**src/hdl/hcbe_pkg.sv**
```systemverilog
// Shared constants, types and control codes for the Hill cipher block encryptor.
`default_nettype none
package hcbe_pkg;

	localparam int LETTER_W   = 5;
	localparam int ENTRY_W    = 5;
	localparam int ROW_W      = 20;
	localparam int KEY_ROWS   = 4;
	localparam int BS_W       = 3;
	localparam int IDX_W      = 3;
	localparam int BYTE_W     = 8;
	// Column sum bound: 4 * 31 * 31 = 3844
	localparam int SUM_W      = 12;
	localparam int RECIP_W    = 12;
	localparam int RECIP_SHIFT = 16;
	localparam int MUL_W      = SUM_W + RECIP_W;
	localparam int QUOT_W     = MUL_W - RECIP_SHIFT;

	localparam logic [LETTER_W-1:0] LETTER_MOD = LETTER_W'(26);
	localparam logic [LETTER_W-1:0] PAD_LETTER = LETTER_W'(25);
	// ceil(2^16 / 26); exact quotient for every sum below 4096
	localparam logic [RECIP_W-1:0]  RECIP      = RECIP_W'(2521);

	localparam logic [BS_W-1:0]  BLOCK_SIZE_RST = BS_W'(2);

	localparam logic [IDX_W-1:0] REG_BLOCK_SIZE = IDX_W'(0);
	localparam logic [IDX_W-1:0] REG_KEY_ROW0   = IDX_W'(1);
	localparam logic [IDX_W-1:0] REG_KEY_ROW1   = IDX_W'(2);
	localparam logic [IDX_W-1:0] REG_KEY_ROW2   = IDX_W'(3);
	localparam logic [IDX_W-1:0] REG_KEY_ROW3   = IDX_W'(4);

	typedef logic [KEY_ROWS-1:0][ROW_W-1:0] key_rows_t;

	typedef enum logic [3:0] {
		ST_IDLE = 4'b0001,
		ST_SUM  = 4'b0010,
		ST_RED  = 4'b0100,
		ST_SEND = 4'b1000
	} state_t;

	typedef struct packed {
		logic take;
		logic sum_en;
		logic red_en;
		logic col_inc;
		logic col_clr;
	} dp_cmd_t;

	typedef struct packed {
		logic done;
		logic last_col;
	} dp_stat_t;

endpackage
`default_nettype wire

```
**src/hdl/hcbe_cfg.sv**
```systemverilog
// Configuration registers: block size and key matrix rows.
`default_nettype none
module hcbe_cfg #(
	parameter int MAX_BLOCK = 4,
	parameter int CNT_W     = $clog2(MAX_BLOCK + 1)
) (
	input  wire                            clk,
	input  wire                            arst_n,
	input  wire                            cfg_valid,
	output logic                           cfg_ready,
	input  wire  [hcbe_pkg::IDX_W-1:0]     cfg_index,
	input  wire  [hcbe_pkg::ROW_W-1:0]     cfg_data,
	output logic [CNT_W-1:0]               blk_n,
	output hcbe_pkg::key_rows_t            key_rows
);

	logic [hcbe_pkg::BS_W-1:0] block_size_q;
	hcbe_pkg::key_rows_t       key_q;

	assign cfg_ready = 1'b1;

	always_ff @(posedge clk or negedge arst_n) begin
		if (!arst_n) begin
			block_size_q <= hcbe_pkg::BLOCK_SIZE_RST;
			key_q        <= '0;
		end else if (cfg_valid) begin
			case (cfg_index)
				hcbe_pkg::REG_BLOCK_SIZE: block_size_q <= cfg_data[hcbe_pkg::BS_W-1:0];
				hcbe_pkg::REG_KEY_ROW0:   key_q[0] <= cfg_data;
				hcbe_pkg::REG_KEY_ROW1:   key_q[1] <= cfg_data;
				hcbe_pkg::REG_KEY_ROW2:   key_q[2] <= cfg_data;
				hcbe_pkg::REG_KEY_ROW3:   key_q[3] <= cfg_data;
				default: ;
			endcase
		end
	end

	// Clamp block size into 1..MAX_BLOCK
	always_comb begin
		if (block_size_q == '0) begin
			blk_n = CNT_W'(1);
		end else if (int'(block_size_q) > MAX_BLOCK) begin
			blk_n = CNT_W'(MAX_BLOCK);
		end else begin
			blk_n = CNT_W'(block_size_q);
		end
	end

	assign key_rows = key_q;

endmodule
`default_nettype wire

```
**src/hdl/hcbe_ctrl.sv**
```systemverilog
// Controller state machine: letter intake, column compute and result handshake.
`default_nettype none
module hcbe_ctrl (
	input  wire                 clk,
	input  wire                 arst_n,
	input  wire                 in_valid,
	output logic                in_ready,
	output logic                out_valid,
	input  wire                 out_ready,
	input  hcbe_pkg::dp_stat_t  stat,
	output hcbe_pkg::dp_cmd_t   cmd
);

	hcbe_pkg::state_t state_q, state_d;

	always_ff @(posedge clk or negedge arst_n) begin
		if (!arst_n) begin
			state_q <= hcbe_pkg::ST_IDLE;
		end else begin
			state_q <= state_d;
		end
	end

	always_comb begin
		state_d   = state_q;
		cmd       = '0;
		in_ready  = 1'b0;
		out_valid = 1'b0;
		case (state_q)
			hcbe_pkg::ST_IDLE: begin
				in_ready = 1'b1;
				if (in_valid) begin
					cmd.take = 1'b1;
					if (stat.done) begin
						state_d = hcbe_pkg::ST_SUM;
					end
				end
			end
			hcbe_pkg::ST_SUM: begin
				cmd.sum_en = 1'b1;
				state_d    = hcbe_pkg::ST_RED;
			end
			hcbe_pkg::ST_RED: begin
				cmd.red_en = 1'b1;
				state_d    = hcbe_pkg::ST_SEND;
			end
			hcbe_pkg::ST_SEND: begin
				out_valid = 1'b1;
				if (out_ready) begin
					if (stat.last_col) begin
						cmd.col_clr = 1'b1;
						state_d     = hcbe_pkg::ST_IDLE;
					end else begin
						cmd.col_inc = 1'b1;
						state_d     = hcbe_pkg::ST_SUM;
					end
				end
			end
			default: begin
				state_d = hcbe_pkg::ST_IDLE;
			end
		endcase
	end

endmodule
`default_nettype wire

```
**src/hdl/hcbe_dp.sv**
```systemverilog
// Datapath: block buffer, column dot product and modulo-26 reduction.
`default_nettype none
module hcbe_dp #(
	parameter int MAX_BLOCK = 4,
	parameter int CNT_W     = $clog2(MAX_BLOCK + 1),
	parameter int COL_W     = $clog2(MAX_BLOCK)
) (
	input  wire                              clk,
	input  wire                              arst_n,
	input  hcbe_pkg::dp_cmd_t                cmd,
	output hcbe_pkg::dp_stat_t               stat,
	input  wire  [hcbe_pkg::LETTER_W-1:0]    in_letter,
	input  wire                              in_last,
	input  wire  [CNT_W-1:0]                 blk_n,
	input  hcbe_pkg::key_rows_t              key_rows,
	output logic [hcbe_pkg::LETTER_W-1:0]    out_letter,
	output logic                             out_last
);

	logic [hcbe_pkg::LETTER_W-1:0] buf_q [MAX_BLOCK];
	logic [CNT_W-1:0]              fill_q;
	logic [CNT_W-1:0]              fill_inc;
	logic [COL_W-1:0]              col_q;
	logic [hcbe_pkg::SUM_W-1:0]    sum_c;
	logic [hcbe_pkg::SUM_W-1:0]    sum_q;
	logic [hcbe_pkg::LETTER_W-1:0] elem;
	logic [hcbe_pkg::ENTRY_W-1:0]  kent;
	logic [hcbe_pkg::MUL_W-1:0]    prod;
	logic [hcbe_pkg::QUOT_W-1:0]   quot;
	logic [hcbe_pkg::SUM_W-1:0]    rem;
	logic [hcbe_pkg::LETTER_W-1:0] letter_q;
	logic                          last_q;

	assign fill_inc = (int'(fill_q) < MAX_BLOCK) ? fill_q + CNT_W'(1) : fill_q;

	assign stat.done     = (fill_inc >= blk_n) || in_last;
	assign stat.last_col = (CNT_W'(col_q) == blk_n - CNT_W'(1));

	always_ff @(posedge clk or negedge arst_n) begin
		if (!arst_n) begin
			fill_q <= '0;
			col_q  <= '0;
		end else begin
			if (cmd.take) begin
				fill_q <= fill_inc;
			end else if (cmd.col_clr) begin
				fill_q <= '0;
			end
			if (cmd.col_clr) begin
				col_q <= '0;
			end else if (cmd.col_inc) begin
				col_q <= col_q + COL_W'(1);
			end
		end
	end

	always_ff @(posedge clk) begin
		if (cmd.take && (int'(fill_q) < MAX_BLOCK)) begin
			buf_q[fill_q[COL_W-1:0]] <= in_letter;
		end
	end

	// Slots past the fill level read as pad; rows past n contribute nothing
	always_comb begin
		sum_c = '0;
		elem  = '0;
		kent  = '0;
		for (int k = 0; k < MAX_BLOCK; k++) begin
			elem  = (CNT_W'(k) < fill_q) ? buf_q[k] : hcbe_pkg::PAD_LETTER;
			kent  = (CNT_W'(k) < blk_n) ?
				key_rows[k][col_q*hcbe_pkg::ENTRY_W +: hcbe_pkg::ENTRY_W] : '0;
			sum_c = sum_c + hcbe_pkg::SUM_W'(elem) * hcbe_pkg::SUM_W'(kent);
		end
	end

	// sum mod 26 via reciprocal multiply
	assign prod = hcbe_pkg::MUL_W'(sum_q) * hcbe_pkg::MUL_W'(hcbe_pkg::RECIP);
	assign quot = prod[hcbe_pkg::MUL_W-1:hcbe_pkg::RECIP_SHIFT];
	assign rem  = sum_q - hcbe_pkg::SUM_W'(quot) * hcbe_pkg::SUM_W'(hcbe_pkg::LETTER_MOD);

	always_ff @(posedge clk) begin
		if (cmd.sum_en) begin
			sum_q <= sum_c;
		end
		if (cmd.red_en) begin
			letter_q <= rem[hcbe_pkg::LETTER_W-1:0];
			last_q   <= stat.last_col;
		end
	end

	assign out_letter = letter_q;
	assign out_last   = last_q;

endmodule
`default_nettype wire

```
**src/hdl/hill_cipher_block_encrypt_top.sv**
```systemverilog
// Top level of the Hill cipher block encryptor.
// Each letter is taken while the controller is idle; a letter that does not close a block leaves intake open.
// A closing block emits n results, each passing in turn through the column sum, mod-26 reduce
// and send states; the send state holds its result while the output stalls.
// Input is held off while a block's results are being produced by the shared column unit.
// Reset (arst_n low) empties the block, returns to idle, sets block size 2 and zero key.
`default_nettype none
module hill_cipher_block_encrypt_top #(
	parameter int MAX_BLOCK = 4
) (
	input  wire        clk,
	input  wire        arst_n,
	input  wire        cfg_valid,
	output logic       cfg_ready,
	input  wire  [2:0] cfg_index,
	input  wire  [19:0] cfg_data,
	input  wire        s_axis_tvalid,
	output logic       s_axis_tready,
	input  wire  [7:0] s_axis_tdata,   // [4:0] letter
	input  wire        s_axis_tlast,   // message_end
	output logic       m_axis_tvalid,
	input  wire        m_axis_tready,
	output logic [7:0] m_axis_tdata,   // [4:0] out_letter
	output logic       m_axis_tlast    // block_last
);

	localparam int CNT_W = $clog2(MAX_BLOCK + 1);

	logic [CNT_W-1:0]              blk_n;
	hcbe_pkg::key_rows_t           key_rows;
	hcbe_pkg::dp_cmd_t             cmd;
	hcbe_pkg::dp_stat_t            stat;
	logic [hcbe_pkg::LETTER_W-1:0] out_letter;

	hcbe_cfg #(
		.MAX_BLOCK (MAX_BLOCK)
	) u_cfg (
		.clk       (clk),
		.arst_n    (arst_n),
		.cfg_valid (cfg_valid),
		.cfg_ready (cfg_ready),
		.cfg_index (cfg_index),
		.cfg_data  (cfg_data),
		.blk_n     (blk_n),
		.key_rows  (key_rows)
	);

	hcbe_ctrl u_ctrl (
		.clk       (clk),
		.arst_n    (arst_n),
		.in_valid  (s_axis_tvalid),
		.in_ready  (s_axis_tready),
		.out_valid (m_axis_tvalid),
		.out_ready (m_axis_tready),
		.stat      (stat),
		.cmd       (cmd)
	);

	hcbe_dp #(
		.MAX_BLOCK (MAX_BLOCK)
	) u_dp (
		.clk        (clk),
		.arst_n     (arst_n),
		.cmd        (cmd),
		.stat       (stat),
		.in_letter  (s_axis_tdata[hcbe_pkg::LETTER_W-1:0]),
		.in_last    (s_axis_tlast),
		.blk_n      (blk_n),
		.key_rows   (key_rows),
		.out_letter (out_letter),
		.out_last   (m_axis_tlast)
	);

	assign m_axis_tdata = {(hcbe_pkg::BYTE_W - hcbe_pkg::LETTER_W)'(0), out_letter};

endmodule
`default_nettype wire

```
**config.mk**
```make
export PLATFORM = sky130hd
export DESIGN_NAME = hill_cipher_block_encrypt_top
export DESIGN_NICKNAME = d
export VERILOG_FILES = /design/src/hdl/hcbe_pkg.sv /design/src/hdl/hcbe_cfg.sv /design/src/hdl/hcbe_ctrl.sv /design/src/hdl/hcbe_dp.sv /design/src/hdl/hill_cipher_block_encrypt_top.sv
export SDC_FILE = /design/constraint.sdc
export NUM_CORES = 1
export LEC_CHECK = 0
export BUFFER_PORTS_ARGS = -buffer_cell sky130_fd_sc_hd__buf_2
export CAP_MARGIN = 20
export CORE_ASPECT_RATIO = 1.25
export CORE_UTILIZATION = 68
export DETAILED_ROUTE_END_ITERATION = 8
export GPL_ROUTABILITY_DRIVEN = 1
export HOLD_SLACK_MARGIN = 0.12
export PLACE_DENSITY_LB_ADDON = 0.05
export RECOVER_POWER = 50
export SETUP_SLACK_MARGIN = 0.2
export SYNTH_ARGS = -nofsm -noshare
export SYNTH_HDL_FRONTEND = slang
export SYNTH_SLANG_ARGS = --single-unit
```
**constraint.sdc**
```tcl
create_clock -name clk -period 23.4 [get_ports clk]
set_clock_uncertainty 0.15 [all_clocks]
set_input_delay 2.34 -clock clk [delete_from_list [all_inputs] [get_ports clk]]
set_output_delay 2.34 -clock clk [all_outputs]
set_load 0.1 [all_outputs]
```
==> impl_metrics.tcl <==
set metrics [dict create \
    place.gp.congestion 0.911 \
    maxSlewViolCount 76 \
    setup_viol 0 \
    drv_cap 2 \
    required_ns 23.42 \
    cp_top_family "adder cells" \
    cts_sinks 130 \
    use_met1_pct 31.9 \
    io_pins 49 \
    path_clk_slew_ns 0.06 \
    syn_area_sq_um 11300 \
    synth-seq-cells 130 \
    whs_endpoint "u_cfg.key_rows[31]" \
    cts_tree "built" \
    placed_area_sq_um 11700 \
    ys_types 50 \
    finalInstanceArea_sq_um 12300 \
    clockRootBuffer "clkbuf_16" \
    drt_pass1_iterations 5 \
    hold_path.class "reg -> reg" \
    yosysWarnings 0 \
    cts_made_buffers 17 \
    setup.worst_path.start_class "flop" \
    tns_ns 0 \
    synth_area_leaders "fa_1, dfrtp_1, ha_1" \
    antenna_left 0 \
    rsz0062_at_grt "no" \
    hold_path_depth 1 \
    area_delta_synth_final_pct 8.89 \
    hpwl_um 18200 \
    arrival_ns 8.70 \
    antenna_found_initial 0 \
    critPathMaxFanout 22 \
    synth-main-ff-cell "dfrtp_1" \
    crit_chain "nor3_1 -> o21ai_0 -> fa_1 -> fa_1 -> fa_1 -> fa_1 -> inv_1 -> fa_1 -> ha_1 -> a21oi_1 -> xnor2_1 -> fa_1 -> inv_1 -> fa_1 -> fa_1 -> inv_1 -> ha_1 -> a21oi_1 -> o21ai_1 -> a21oi_2 -> o21ai_1 -> a21o_1 -> a21oi_1 -> xnor2_1" \
    synthArstFlopShare_pct 70.8 \
    final.period_utilization_pct 37.1 \
    numPortBuffers 41 \
    fin_crit_ns 8.68 \
    slew_headroom_pct -122 \
    grt_max_degree 67 \
    vias 7102 \
    vias_per_cell 5.64 \
    syn_inst 984 \
    tightest_slew_ns 3.34 \
    nets 1320 \
    clkLatencyLatePin_ns 0.42 \
    worstSetupPathType "reg -> reg" \
    routed_wl_um 22400 \
    htreeDepth 4 \
    drc 0 \
    top_usage_layer "met2" \
    r2r-end "u_dp.sum_q[11]" \
    die_y_um 146 \
    cpPeakStageDelay_ns 0.92 \
    yosysTopAreaCellShare_pct 20.2 \
    end_kind "flop" \
    layout-drive-gt1-share_pct 17.8 \
    worst_r2r_path_depth 24 \
    crit_top_cell "fa_1" \
    yosysSeqAreaShare_pct 30.5 \
    met3_usage_pct 4.65 \
    worstHoldStart "u_cfg.key_rows[31]" \
    status "finished, violations left" \
    initialDrtViolationCount 237 \
    row_count 52 \
    synth-edff-count 38 \
    synth_area_leader_cell "fa_1" \
    grt_pass1_vias 7771 \
    hold_viol 0 \
    grt_pass1_wl_um 37700 \
    core_area_sq_um 16200 \
    syn_area_per_cell_sq_um 11.5 \
    fmax_mhz 115 \
    dieArea_sq_um 17100 \
    r2r-start "u_dp.fill_q[2]" \
    reg2reg_slack_ns 14.72 \
    gr-total-overflow 0 \
    cts_hold_buf 0 \
    n_fill_cell 1106 \
    cts.repair.resized 0 \
    violations "capacitance limit, slew limit" \
    grt_util_met2_pct 54.2 \
    wl_per_cell_um 17.8 \
    antennaDiodeCount 0 \
    cts.path.max_buffers 2 \
    initial_core_util_pct 69.7 \
    critPathSlowestCell "nor3_1" \
    postCtsSetupBuffers 0 \
    die_w_um 117 \
    grt_usage_pct 29.7 \
    path_buf_inv 3 \
]
-- flip-flops by register name, summed over array words and instances (netlist names) --
register and flops:
u_cfg.key_rows 80, u_dp.buf_q 20, u_dp.sum_q 12, u_dp.out_letter 5, u_ctrl.state_q 4, u_cfg.block_size_q 3
u_dp.fill_q 3, u_dp.col_q 2, u_dp.out_last 1
-- area by class of cell --
type / instances / area, sq um / share of cell area (%)
multi-input combinational: 662 / 7080 / 57.6
sequential: 130 / 3450 / 28.0
inverter: 170 / 638 / 5.19
clock buffer: 17 / 425 / 3.46
tap: 216 / 270 / 2.20
timing repair buffer: 50 / 258 / 2.09
clock inverter: 15 / 181 / 1.47
-- worst max-delay path by stage --
stage | from | to | slack (ns) | cells past startpoint
after floorplan | u_dp.col_q[0] | u_dp.sum_q[11] | 15.57 | 29
after global placement | u_dp.fill_q[2] | u_dp.sum_q[11] | 14.83 | 24
after detailed placement | u_dp.fill_q[2] | u_dp.sum_q[11] | 14.72 | 24
after CTS | u_dp.fill_q[2] | u_dp.sum_q[11] | 14.69 | 24
after global routing | u_dp.fill_q[2] | u_dp.sum_q[11] | 14.24 | 24
final | u_dp.fill_q[2] | u_dp.sum_q[11] | 14.72 | 24
-- through the flow --
stage | hold WS, ns | instances | utilization, % | setup WS [ns]
finish | 0.353 | 1260 | 75.9 | 14.72
detailed placement | 0.340 | 1227 | 72.4 | 14.72
global route | 0.366 | 1260 | 75.9 | 14.24
global placement | 0.333 | 1227 | 72.4 | 14.83
CTS | 0.353 | 1259 | 76.2 | 14.69
floorplan | 0.324 | 986 | - | 15.57
-- metal layers --
| metal | vias to the layer above | routed length, um | part of all wire, % |
|---|---|---|---|
| li1 | 3326 | - | - |
| met1 | 3554 | 8360 | 37 |
| met5 | - | 0 | 0 |
| met4 | 0 | 1170 | 5.2 |
| met3 | 67 | 656 | 2.9 |
| met2 | 155 | 12200 | 55 |
-- cell usage in the layout (no fill, tap or decap), types with 3 or more instances in the layout --
cell,n
xor2_1,9
nand2_1,34
a21oi_1,15
inv_6,3
nor2_1,74
or2_1,6
nor3_1,4
a21oi_2,4
mux2_2,85
o21ai_1,20
inv_8,6
clkbuf_1,12
o21ai_0,18
dfrtp_1,90
and3_1,7
nor2b_1,22
inv_1,167
buf_4,5
mux4_2,18
conb_1,4
nand2b_1,12
edfxtp_1,38
ha_1,138
and2_1,4
xnor2_1,25
clkbuf_16,17
a21o_1,7
buf_2,32
fa_1,114
and2_0,4
nand3_1,16
nor4b_1,3
-- Yosys cell counts (all sizes together) (19+ instances only) --
library cell / instances
nand2: 34
xnor2: 25
a21oi: 19
dfrtp: 90
nor2b: 22
ha: 138
inv: 169
o21ai: 39
mux2: 85
edfxtp: 38
nor2: 74
fa: 114
-- logic make-up after synthesis --
group | after synthesis | synth area share [%]
muxes | 105 | 12.2
and+or+nand+nor | 191 | 8.25
DFF | 130 | 30.5
buffers and inverters | 194 | 6.77
xor gates and xnor gates | 34 | 2.64
AOI/OAI and AO/OA | 76 | 4.06
adders and majority gates | 252 | 35.5
other | 2 | 0.0665
Power is left out: the tool's default activity adds up to more than one toggle a clock period on the data nets, which glitch-free logic cannot reach.
